[src/sv/cca_pkg.sv]
package cca_pkg;

	// Fixed field widths
	localparam int TYPE_W    = 4;
	localparam int AGE_W     = 16;
	localparam int DRAW_W    = 16;
	localparam int FRAC_W    = 17;
	localparam int COUNT_W   = 5;
	localparam int KIND_W    = 3;
	localparam int NB_PORTS  = 8;
	localparam int CFG_IDX_W = 3;
	localparam int CFG_DAT_W = 17;

	// Largest neighbor count the lanes support, and the tally width it needs
	localparam int MAX_NEIGHBORS = 8;
	localparam int CNT_W         = $clog2(MAX_NEIGHBORS + 1);

	// Types at or above this limit are never counted by the majority rule
	localparam int MAX_TYPES = 16;

	// Rule codes
	typedef enum logic [KIND_W-1:0] {
		RULE_NONE     = 3'd0,
		RULE_STRAIGHT = 3'd1,
		RULE_TRIGGER  = 3'd2,
		RULE_MAJORITY = 3'd3,
		RULE_PROB     = 3'd4
	} rule_kind_t;

	// Configuration register indexes
	localparam logic [CFG_IDX_W-1:0] REG_RULE_KIND   = 3'd0;
	localparam logic [CFG_IDX_W-1:0] REG_SOURCE_TYPE = 3'd1;
	localparam logic [CFG_IDX_W-1:0] REG_TARGET_TYPE = 3'd2;
	localparam logic [CFG_IDX_W-1:0] REG_ALT_TYPE    = 3'd3;
	localparam logic [CFG_IDX_W-1:0] REG_AGE_THRESH  = 3'd4;
	localparam logic [CFG_IDX_W-1:0] REG_STATE_COUNT = 3'd5;
	localparam logic [CFG_IDX_W-1:0] REG_SUCCESS     = 3'd6;

	typedef struct packed {
		logic [TYPE_W-1:0]   center_type;
		logic [AGE_W-1:0]    center_age;
		logic [TYPE_W-1:0]   neighbor_type_0;
		logic [TYPE_W-1:0]   neighbor_type_1;
		logic [TYPE_W-1:0]   neighbor_type_2;
		logic [TYPE_W-1:0]   neighbor_type_3;
		logic [TYPE_W-1:0]   neighbor_type_4;
		logic [TYPE_W-1:0]   neighbor_type_5;
		logic [TYPE_W-1:0]   neighbor_type_6;
		logic [TYPE_W-1:0]   neighbor_type_7;
		logic [NB_PORTS-1:0] neighbor_valid;
		logic [DRAW_W-1:0]   random_draw;
	} cell_in_t;

	typedef struct packed {
		logic [TYPE_W-1:0] next_type;
		logic              no_rule;
	} cell_out_t;

	// What one lane found about its neighbor
	typedef struct packed {
		logic             hit;
		logic [CNT_W-1:0] cnt;
	} lane_res_t;

	// Per-cell facts that travel beside the lane results
	typedef struct packed {
		logic [TYPE_W-1:0] center;
		logic              src_eq;
		logic              timed;
		logic              draw_lt;
	} cell_ctx_t;

	// Rule settings the merge stage needs
	typedef struct packed {
		logic [KIND_W-1:0] kind;
		logic [TYPE_W-1:0] target;
		logic [TYPE_W-1:0] alternate;
	} rule_cfg_t;

endpackage

[src/sv/cca_lane.sv]
module cca_lane #(
	parameter int NumNeighbors = cca_pkg::MAX_NEIGHBORS,
	parameter int Idx          = 0
) (
	input  logic [NumNeighbors-1:0][cca_pkg::TYPE_W-1:0] types,
	input  logic [NumNeighbors-1:0]                      elig,
	input  logic [NumNeighbors-1:0]                      valid,
	input  logic [cca_pkg::TYPE_W-1:0]                   target,
	output cca_pkg::lane_res_t                           res
);

	// Count eligible neighbors up to this one that share its type; flag a trigger match
	always_comb begin
		logic [cca_pkg::CNT_W-1:0] cnt;
		cnt = '0;
		for (int j = 0; j <= Idx; j++) begin
			if (elig[j] && (types[j] == types[Idx])) begin
				cnt = cnt + cca_pkg::CNT_W'(1);
			end
		end
		res.cnt = cnt;
		res.hit = valid[Idx] && (types[Idx] == target);
	end

endmodule

[src/sv/cca_merge.sv]
module cca_merge #(
	parameter int NumNeighbors = cca_pkg::MAX_NEIGHBORS
) (
	input  cca_pkg::lane_res_t [NumNeighbors-1:0]        lanes,
	input  logic [NumNeighbors-1:0]                      elig,
	input  logic [NumNeighbors-1:0][cca_pkg::TYPE_W-1:0] types,
	input  cca_pkg::cell_ctx_t                           ctx,
	input  cca_pkg::rule_cfg_t                           cfg,
	output cca_pkg::cell_out_t                           res
);

	logic [cca_pkg::TYPE_W-1:0] leader;
	logic                       any_hit;

	// Replay the vote in neighbor order using each lane's running tally
	always_comb begin
		logic [cca_pkg::CNT_W-1:0] best;
		best   = '0;
		leader = '0;
		for (int i = 0; i < NumNeighbors; i++) begin
			if (elig[i]) begin
				if (lanes[i].cnt > best) begin
					best   = lanes[i].cnt;
					leader = types[i];
				end else if (lanes[i].cnt == best) begin
					leader = ctx.center;
				end
			end
		end
	end

	// Collect trigger matches
	always_comb begin
		any_hit = 1'b0;
		for (int i = 0; i < NumNeighbors; i++) begin
			any_hit = any_hit | lanes[i].hit;
		end
	end

	// Select the result for the configured rule
	always_comb begin
		res.no_rule   = 1'b0;
		res.next_type = ctx.center;
		case (cfg.kind)
			cca_pkg::RULE_STRAIGHT: begin
				if (ctx.timed) res.next_type = cfg.target;
			end
			cca_pkg::RULE_TRIGGER: begin
				if (ctx.src_eq && any_hit) res.next_type = cfg.target;
			end
			cca_pkg::RULE_MAJORITY: begin
				res.next_type = leader;
			end
			cca_pkg::RULE_PROB: begin
				if (ctx.timed) res.next_type = ctx.draw_lt ? cfg.target : cfg.alternate;
			end
			default: begin
				res.no_rule   = 1'b1;
				res.next_type = '0;
			end
		endcase
	end

endmodule

[src/sv/cellular_automaton_cell_rule.sv]
// Cell update rule for a cellular automaton grid engine.
// Configuration: write cfg_wdata to register cfg_addr while cfg_we is high;
// registers are rule kind, source, target and alternate types, age threshold,
// state count and success fraction. Write them only while no cell is in flight.
// Input: a cell (type, age, eight neighbor types, valid mask, random draw) is
// taken at each rising edge where start is high and busy is low. busy stays
// low, so a new cell may enter every cycle.
// Output: done pulses for one cycle with result (next type and no-rule flag);
// the receiver must take it then, there is no back-pressure.
// Throughput is one cell per cycle. Stage one has one lane per neighbor
// computing its running type tally and trigger match; stage two merges the
// lanes in neighbor order and selects the rule's result into the output
// register. Reset clears the pipeline valid bits and returns the registers
// to their defaults (no rule, state count 16).
module cellular_automaton_cell_rule #(
	parameter int NumNeighbors = cca_pkg::MAX_NEIGHBORS
) (
	input  logic                              clk,
	input  logic                              arst_n,
	input  logic                              cfg_we,
	input  logic [cca_pkg::CFG_IDX_W-1:0]     cfg_addr,
	input  logic [cca_pkg::CFG_DAT_W-1:0]     cfg_wdata,
	input  logic                              start,
	output logic                              busy,
	input  cca_pkg::cell_in_t                 item,
	output logic                              done,
	output cca_pkg::cell_out_t                result
);

	localparam int TW = cca_pkg::TYPE_W;

	logic [cca_pkg::KIND_W-1:0]  rule_kind_q;
	logic [TW-1:0]               source_type_q;
	logic [TW-1:0]               target_type_q;
	logic [TW-1:0]               alternate_type_q;
	logic [cca_pkg::AGE_W-1:0]   age_threshold_q;
	logic [cca_pkg::COUNT_W-1:0] state_count_q;
	logic [cca_pkg::FRAC_W-1:0]  success_fraction_q;

	logic                                  accept;
	logic [cca_pkg::NB_PORTS-1:0][TW-1:0]  nb_all;
	logic [NumNeighbors-1:0][TW-1:0]       nb;
	logic [NumNeighbors-1:0]               nb_valid;
	logic [NumNeighbors-1:0]               elig;
	cca_pkg::lane_res_t [NumNeighbors-1:0] lanes;
	cca_pkg::cell_ctx_t                    ctx;
	cca_pkg::rule_cfg_t                    rule_cfg;
	cca_pkg::cell_out_t                    merged;

	logic                                  valid_s1;
	cca_pkg::lane_res_t [NumNeighbors-1:0] lanes_s1;
	logic [NumNeighbors-1:0]               elig_s1;
	logic [NumNeighbors-1:0][TW-1:0]       nb_s1;
	cca_pkg::cell_ctx_t                    ctx_s1;
	logic                                  done_q;
	cca_pkg::cell_out_t                    result_q;

	assign busy   = 1'b0;
	assign accept = start && !busy;

	// Write configuration registers
	always_ff @(posedge clk or negedge arst_n) begin
		if (!arst_n) begin
			rule_kind_q        <= cca_pkg::RULE_NONE;
			source_type_q      <= '0;
			target_type_q      <= '0;
			alternate_type_q   <= '0;
			age_threshold_q    <= '0;
			state_count_q      <= cca_pkg::COUNT_W'(16);
			success_fraction_q <= '0;
		end else if (cfg_we) begin
			case (cfg_addr)
				cca_pkg::REG_RULE_KIND:   rule_kind_q        <= cfg_wdata[cca_pkg::KIND_W-1:0];
				cca_pkg::REG_SOURCE_TYPE: source_type_q      <= cfg_wdata[TW-1:0];
				cca_pkg::REG_TARGET_TYPE: target_type_q      <= cfg_wdata[TW-1:0];
				cca_pkg::REG_ALT_TYPE:    alternate_type_q   <= cfg_wdata[TW-1:0];
				cca_pkg::REG_AGE_THRESH:  age_threshold_q    <= cfg_wdata[cca_pkg::AGE_W-1:0];
				cca_pkg::REG_STATE_COUNT: state_count_q      <= cfg_wdata[cca_pkg::COUNT_W-1:0];
				cca_pkg::REG_SUCCESS:     success_fraction_q <= cfg_wdata;
				default: ;
			endcase
		end
	end

	// Gather neighbor types in order
	assign nb_all = {item.neighbor_type_7, item.neighbor_type_6, item.neighbor_type_5,
		item.neighbor_type_4, item.neighbor_type_3, item.neighbor_type_2,
		item.neighbor_type_1, item.neighbor_type_0};
	assign nb       = nb_all[NumNeighbors-1:0];
	assign nb_valid = item.neighbor_valid[NumNeighbors-1:0];

	// Mark neighbors the majority vote counts
	always_comb begin
		for (int i = 0; i < NumNeighbors; i++) begin
			elig[i] = nb_valid[i]
				&& ({1'b0, nb[i]} < state_count_q)
				&& (9'(nb[i]) < 9'(cca_pkg::MAX_TYPES));
		end
	end

	// One lane per neighbor
	for (genvar g = 0; g < NumNeighbors; g++) begin : g_lane
		cca_lane #(
			.NumNeighbors(NumNeighbors),
			.Idx(g)
		) u_lane (
			.types (nb),
			.elig  (elig),
			.valid (nb_valid),
			.target(target_type_q),
			.res   (lanes[g])
		);
	end

	// Per-cell comparisons for the straight, trigger and probabilistic rules, plus the center type
	always_comb begin
		ctx.center  = item.center_type;
		ctx.src_eq  = item.center_type == source_type_q;
		ctx.timed   = (item.center_type == source_type_q)
			&& (item.center_age >= age_threshold_q);
		ctx.draw_lt = {1'b0, item.random_draw} < success_fraction_q;
	end

	// Stage one valid
	always_ff @(posedge clk or negedge arst_n) begin
		if (!arst_n) begin
			valid_s1 <= 1'b0;
		end else begin
			valid_s1 <= accept;
		end
	end

	// Stage one payload
	always_ff @(posedge clk) begin
		if (accept) begin
			lanes_s1 <= lanes;
			elig_s1  <= elig;
			nb_s1    <= nb;
			ctx_s1   <= ctx;
		end
	end

	assign rule_cfg.kind      = rule_kind_q;
	assign rule_cfg.target    = target_type_q;
	assign rule_cfg.alternate = alternate_type_q;

	cca_merge #(
		.NumNeighbors(NumNeighbors)
	) u_merge (
		.lanes(lanes_s1),
		.elig (elig_s1),
		.types(nb_s1),
		.ctx  (ctx_s1),
		.cfg  (rule_cfg),
		.res  (merged)
	);

	// Output strobe
	always_ff @(posedge clk or negedge arst_n) begin
		if (!arst_n) begin
			done_q <= 1'b0;
		end else begin
			done_q <= valid_s1;
		end
	end

	// Hold the transaction result for its strobe cycle
	always_ff @(posedge clk) begin
		if (valid_s1) begin
			result_q <= merged;
		end
	end

	assign done   = done_q;
	assign result = result_q;

endmodule

[config.mk]
export PLATFORM = sky130hd
export DESIGN_NAME = cellular_automaton_cell_rule
export DESIGN_NICKNAME = d
export VERILOG_FILES = /design/src/sv/cca_pkg.sv /design/src/sv/cca_lane.sv /design/src/sv/cca_merge.sv /design/src/sv/cellular_automaton_cell_rule.sv
export SDC_FILE = /design/constraint.sdc
export NUM_CORES = 1
export LEC_CHECK = 0
export BUFFER_PORTS_ARGS = -buffer_cell sky130_fd_sc_hd__clkbuf_2
export CORE_ASPECT_RATIO = 0.7
export CORE_MARGIN = 5
export CORE_UTILIZATION = 30
export CTS_CLUSTER_DIAMETER = 100
export DETAILED_ROUTE_END_ITERATION = 6
export PLACE_DENSITY = 0.44
export SYNTH_ARGS = -nofsm -noshare
export SYNTH_HDL_FRONTEND = slang
export SYNTH_SLANG_ARGS = --single-unit
[constraint.sdc]
create_clock -name clk -period 12.75 [get_ports clk]
set_clock_uncertainty 0.05 [all_clocks]
set_input_delay 1.9125 -clock clk [delete_from_list [all_inputs] [get_ports clk]]
set_output_delay 1.9125 -clock clk [all_outputs]
set_load 0.05 [all_outputs]
==> summary.txt <==
Comb pwr share = 33.0%
CTS Root Buffer Type = clkbuf_16
Final period util = 88.5%
fraction of registers with async set/reset = 39.3%
RSZ-0062 raised after global routing = false
Avg Synthesized Cell Area = 9.83 sq um
Via density = 5.07
top post-synthesis cells by area = edfxtp_1 23%, dfrtp_1 12%, ha_1 11%
Setup Fix Bufs, Post-CTS = 0
Finished Layout Cells = 1,729
Site Rows = 59
# DRC = 0
NumNets Final = 1,428
Rel. slew slack = 27.8%
Boundary Pins = 107
CP bufs+invs = 0
total negative slack = 0 ns
later-pin clock latency in the skew report = 0.45 ns
initial antenna violation count = 0
Tmin final = 11.29 ns
largest net degree at the start of global routing = 66
yosys warns = 0
Int Power = 1070 uW
Yosys cell types = 87
fmax = 88.6 MHz
register share of total power = 36.7%
drt wl/cell = 20.4 um
share of cells above drive strength 1 = 17.2%
met1 Use GR = 25.0%
outcome = completed
M3 GR Usage = 2.55%
Die Y = 172 um
post-CTS sizing = 0
dpl cells = 1,696
grt met2 use = 25.7%
Switch Pwr = 611 uW
Synth top cells by count = 101 x ha_1, 100 x nand2_1, 98 x inv_1
Switching Fraction = 36.4%
flops & latches, synth = 140
gr busiest metal = met2
Slew Limit Fails = 0
critical path type = flop to flop
Worst Tran Pin Value = 1.08 ns
Final Hold Viols = 0
Die Width = 242 um
Worst Path Max Fanout = 11
clock sink count = 140
final WL = 35,200 um
Port Buffers = 105
CTS tree = built
initial core utilization = 30.4%
Post-Syn Area = 0.0113 sq mm
ys flop type = edfxtp_1
CP top delay family = compound AO/OA/AOI/OAI gates
worst vdd ir = 0.0834 mV
router iterations before antenna repair = 7
slowest stage delay, CP = 0.48 ns
total grt overflow = 0
cell taking the most area after synthesis = edfxtp_1
Final ANT Viol Nets = 0
H-tree depth = 4
die area = 0.0418 sq mm
CP Launch Type = flop
# setup viols final = 0
worst hold-check path type = flop to flop
Hold WS = 0.456 ns
arrival time worst endpoint = 11.42 ns
slowest stage cell, crit path = edfxtp_1
TritonCTS buffer count = 17
post-route total power = 1680 uW
hold buffers post-CTS = 0
cell count after synthesis = 1,151
EDFF count, synth = 85
vias in the first global route = 8,529
overall global routing resource usage = 16.8%
DRC marker count from the first detailed-route iteration = 685
most common cell in the netlist = ha_1
Clock Tree Buf Depth = 2
dpl ws = 1.60 ns
register area share after synthesis = 34.7%
WP data required = 12.89 ns
final worst slack = 1.46 ns
via count = 8,768
Power Density = 131 mW/mm^2
top cell type's share of synthesized area = 22.6%
Core ar. = 0.0372 sq mm
Clock transition at path regs = 0.07 ns
total of max-cap violations = 0
CP endpoint kind = flop
Leak Pwr = 0.00557 uW
Clock Power Share = 30.4%
synth-to-layout area growth = 13.3%
Final Wtd Congestion = 0.831
hpwl dp = 26,300 um
global-route wire length before repair = 53,100 um
## power groups by stage
stage                     Combinational (uW)  Sequential (uW)  Clock [uW]
final                                    553              615         509
after CTS                                556              615         524
after global routing                     622              624         541
after floorplan                          413              597           0
after detailed placement                 553              624           0
after global placement                   544              624           0
## cells in the final DEF (no fill, tap or decap), drive strengths merged, types with 5 or more instances in the layout
master,count
nor2,28
nor3b,6
o22ai,22
ha,101
a222oi,5
nand2b,23
nand2,100
edfxtp,85
o21ai,53
nand4,17
nor2b,14
and3,7
xnor2,91
clkbuf,123
mux2i,11
a21o,29
nand4b,5
a211oi,11
dfrtp,54
xor2,91
a21boi,7
o21a,9
nor4,19
or4,7
inv,110
and4,7
nand3,24
a31oi,11
a41o,5
mux2,51
o211ai,8
buf,5
a211o,5
a21oi,38
nor3,11
## state kept, by name (all words and copies together) (netlist names)
name                count
done                    1
result                  5
source_type_q           4
elig_s1                 8
state_count_q           5
alternate_type_q        4
lanes_s1               33
nb_s1                  32
target_type_q           4
age_threshold_q        16
rule_kind_q             3
valid_s1                1
ctx_s1                  7
success_fraction_q     17
## final cells by class
cell class	count	area, sq um
fillers	3786	24400
multi-input cells	859	6770
clock buffers	19	454
repair buffers	109	558
inverters	100	375
flip-flops and latches	140	3930
diodes	1	2.50
well taps	488	611
clock inverters	13	125
## stage by stage
stage / cell area [sq um] / util (%)
6_report: 12800 / 34.5
5_1_grt: 12800 / 34.5
4_1_cts: 12800 / 34.5
3_5_place_dp: 12200 / 32.9
3_3_place_gp: 12200 / 32.9
2_1_floorplan: 11300 / -
## cell families after synthesis
logic type	synth area share, %
other	0.0331
adder cells (fa/ha/maj)	11.3
AO/OA/AOI/OAI	14.1
flip-flops	34.7
XOR/XNOR	15.0
buffers and inverters	5.53
multiplexers	6.05
AND/OR/NAND/NOR	13.2
## per-layer routing
metal	part of all wire [%]	wire length, um
met3	4.9	1730
met1	50	17700
met2	43	15200
met4	1.5	528
met5	0	0
## path summary, 6_finish.rpt
kind | from | depth (start not counted) | slack, ns | endpoint
min reg2reg | state_count_q[3]$_DFFE_PN0P_ | 1 | 0.46 | state_count_q[3]$_DFFE_PN0P_
min in group asynchronous | arst_n | 2 | 1.53 | success_fraction_q[5]$_DFFE_PN0P_
max | elig_s1[0]$_DFFE_PP_ | 45 | 1.46 | result[3]$_DFFE_PP_
max in group asynchronous | arst_n | 2 | 10.59 | source_type_q[0]$_DFFE_PN0P_
min | state_count_q[3]$_DFFE_PN0P_ | 1 | 0.46 | state_count_q[3]$_DFFE_PN0P_
max reg2reg | elig_s1[0]$_DFFE_PP_ | 45 | 1.46 | result[3]$_DFFE_PP_
Power figures use the tool's default switching activity.
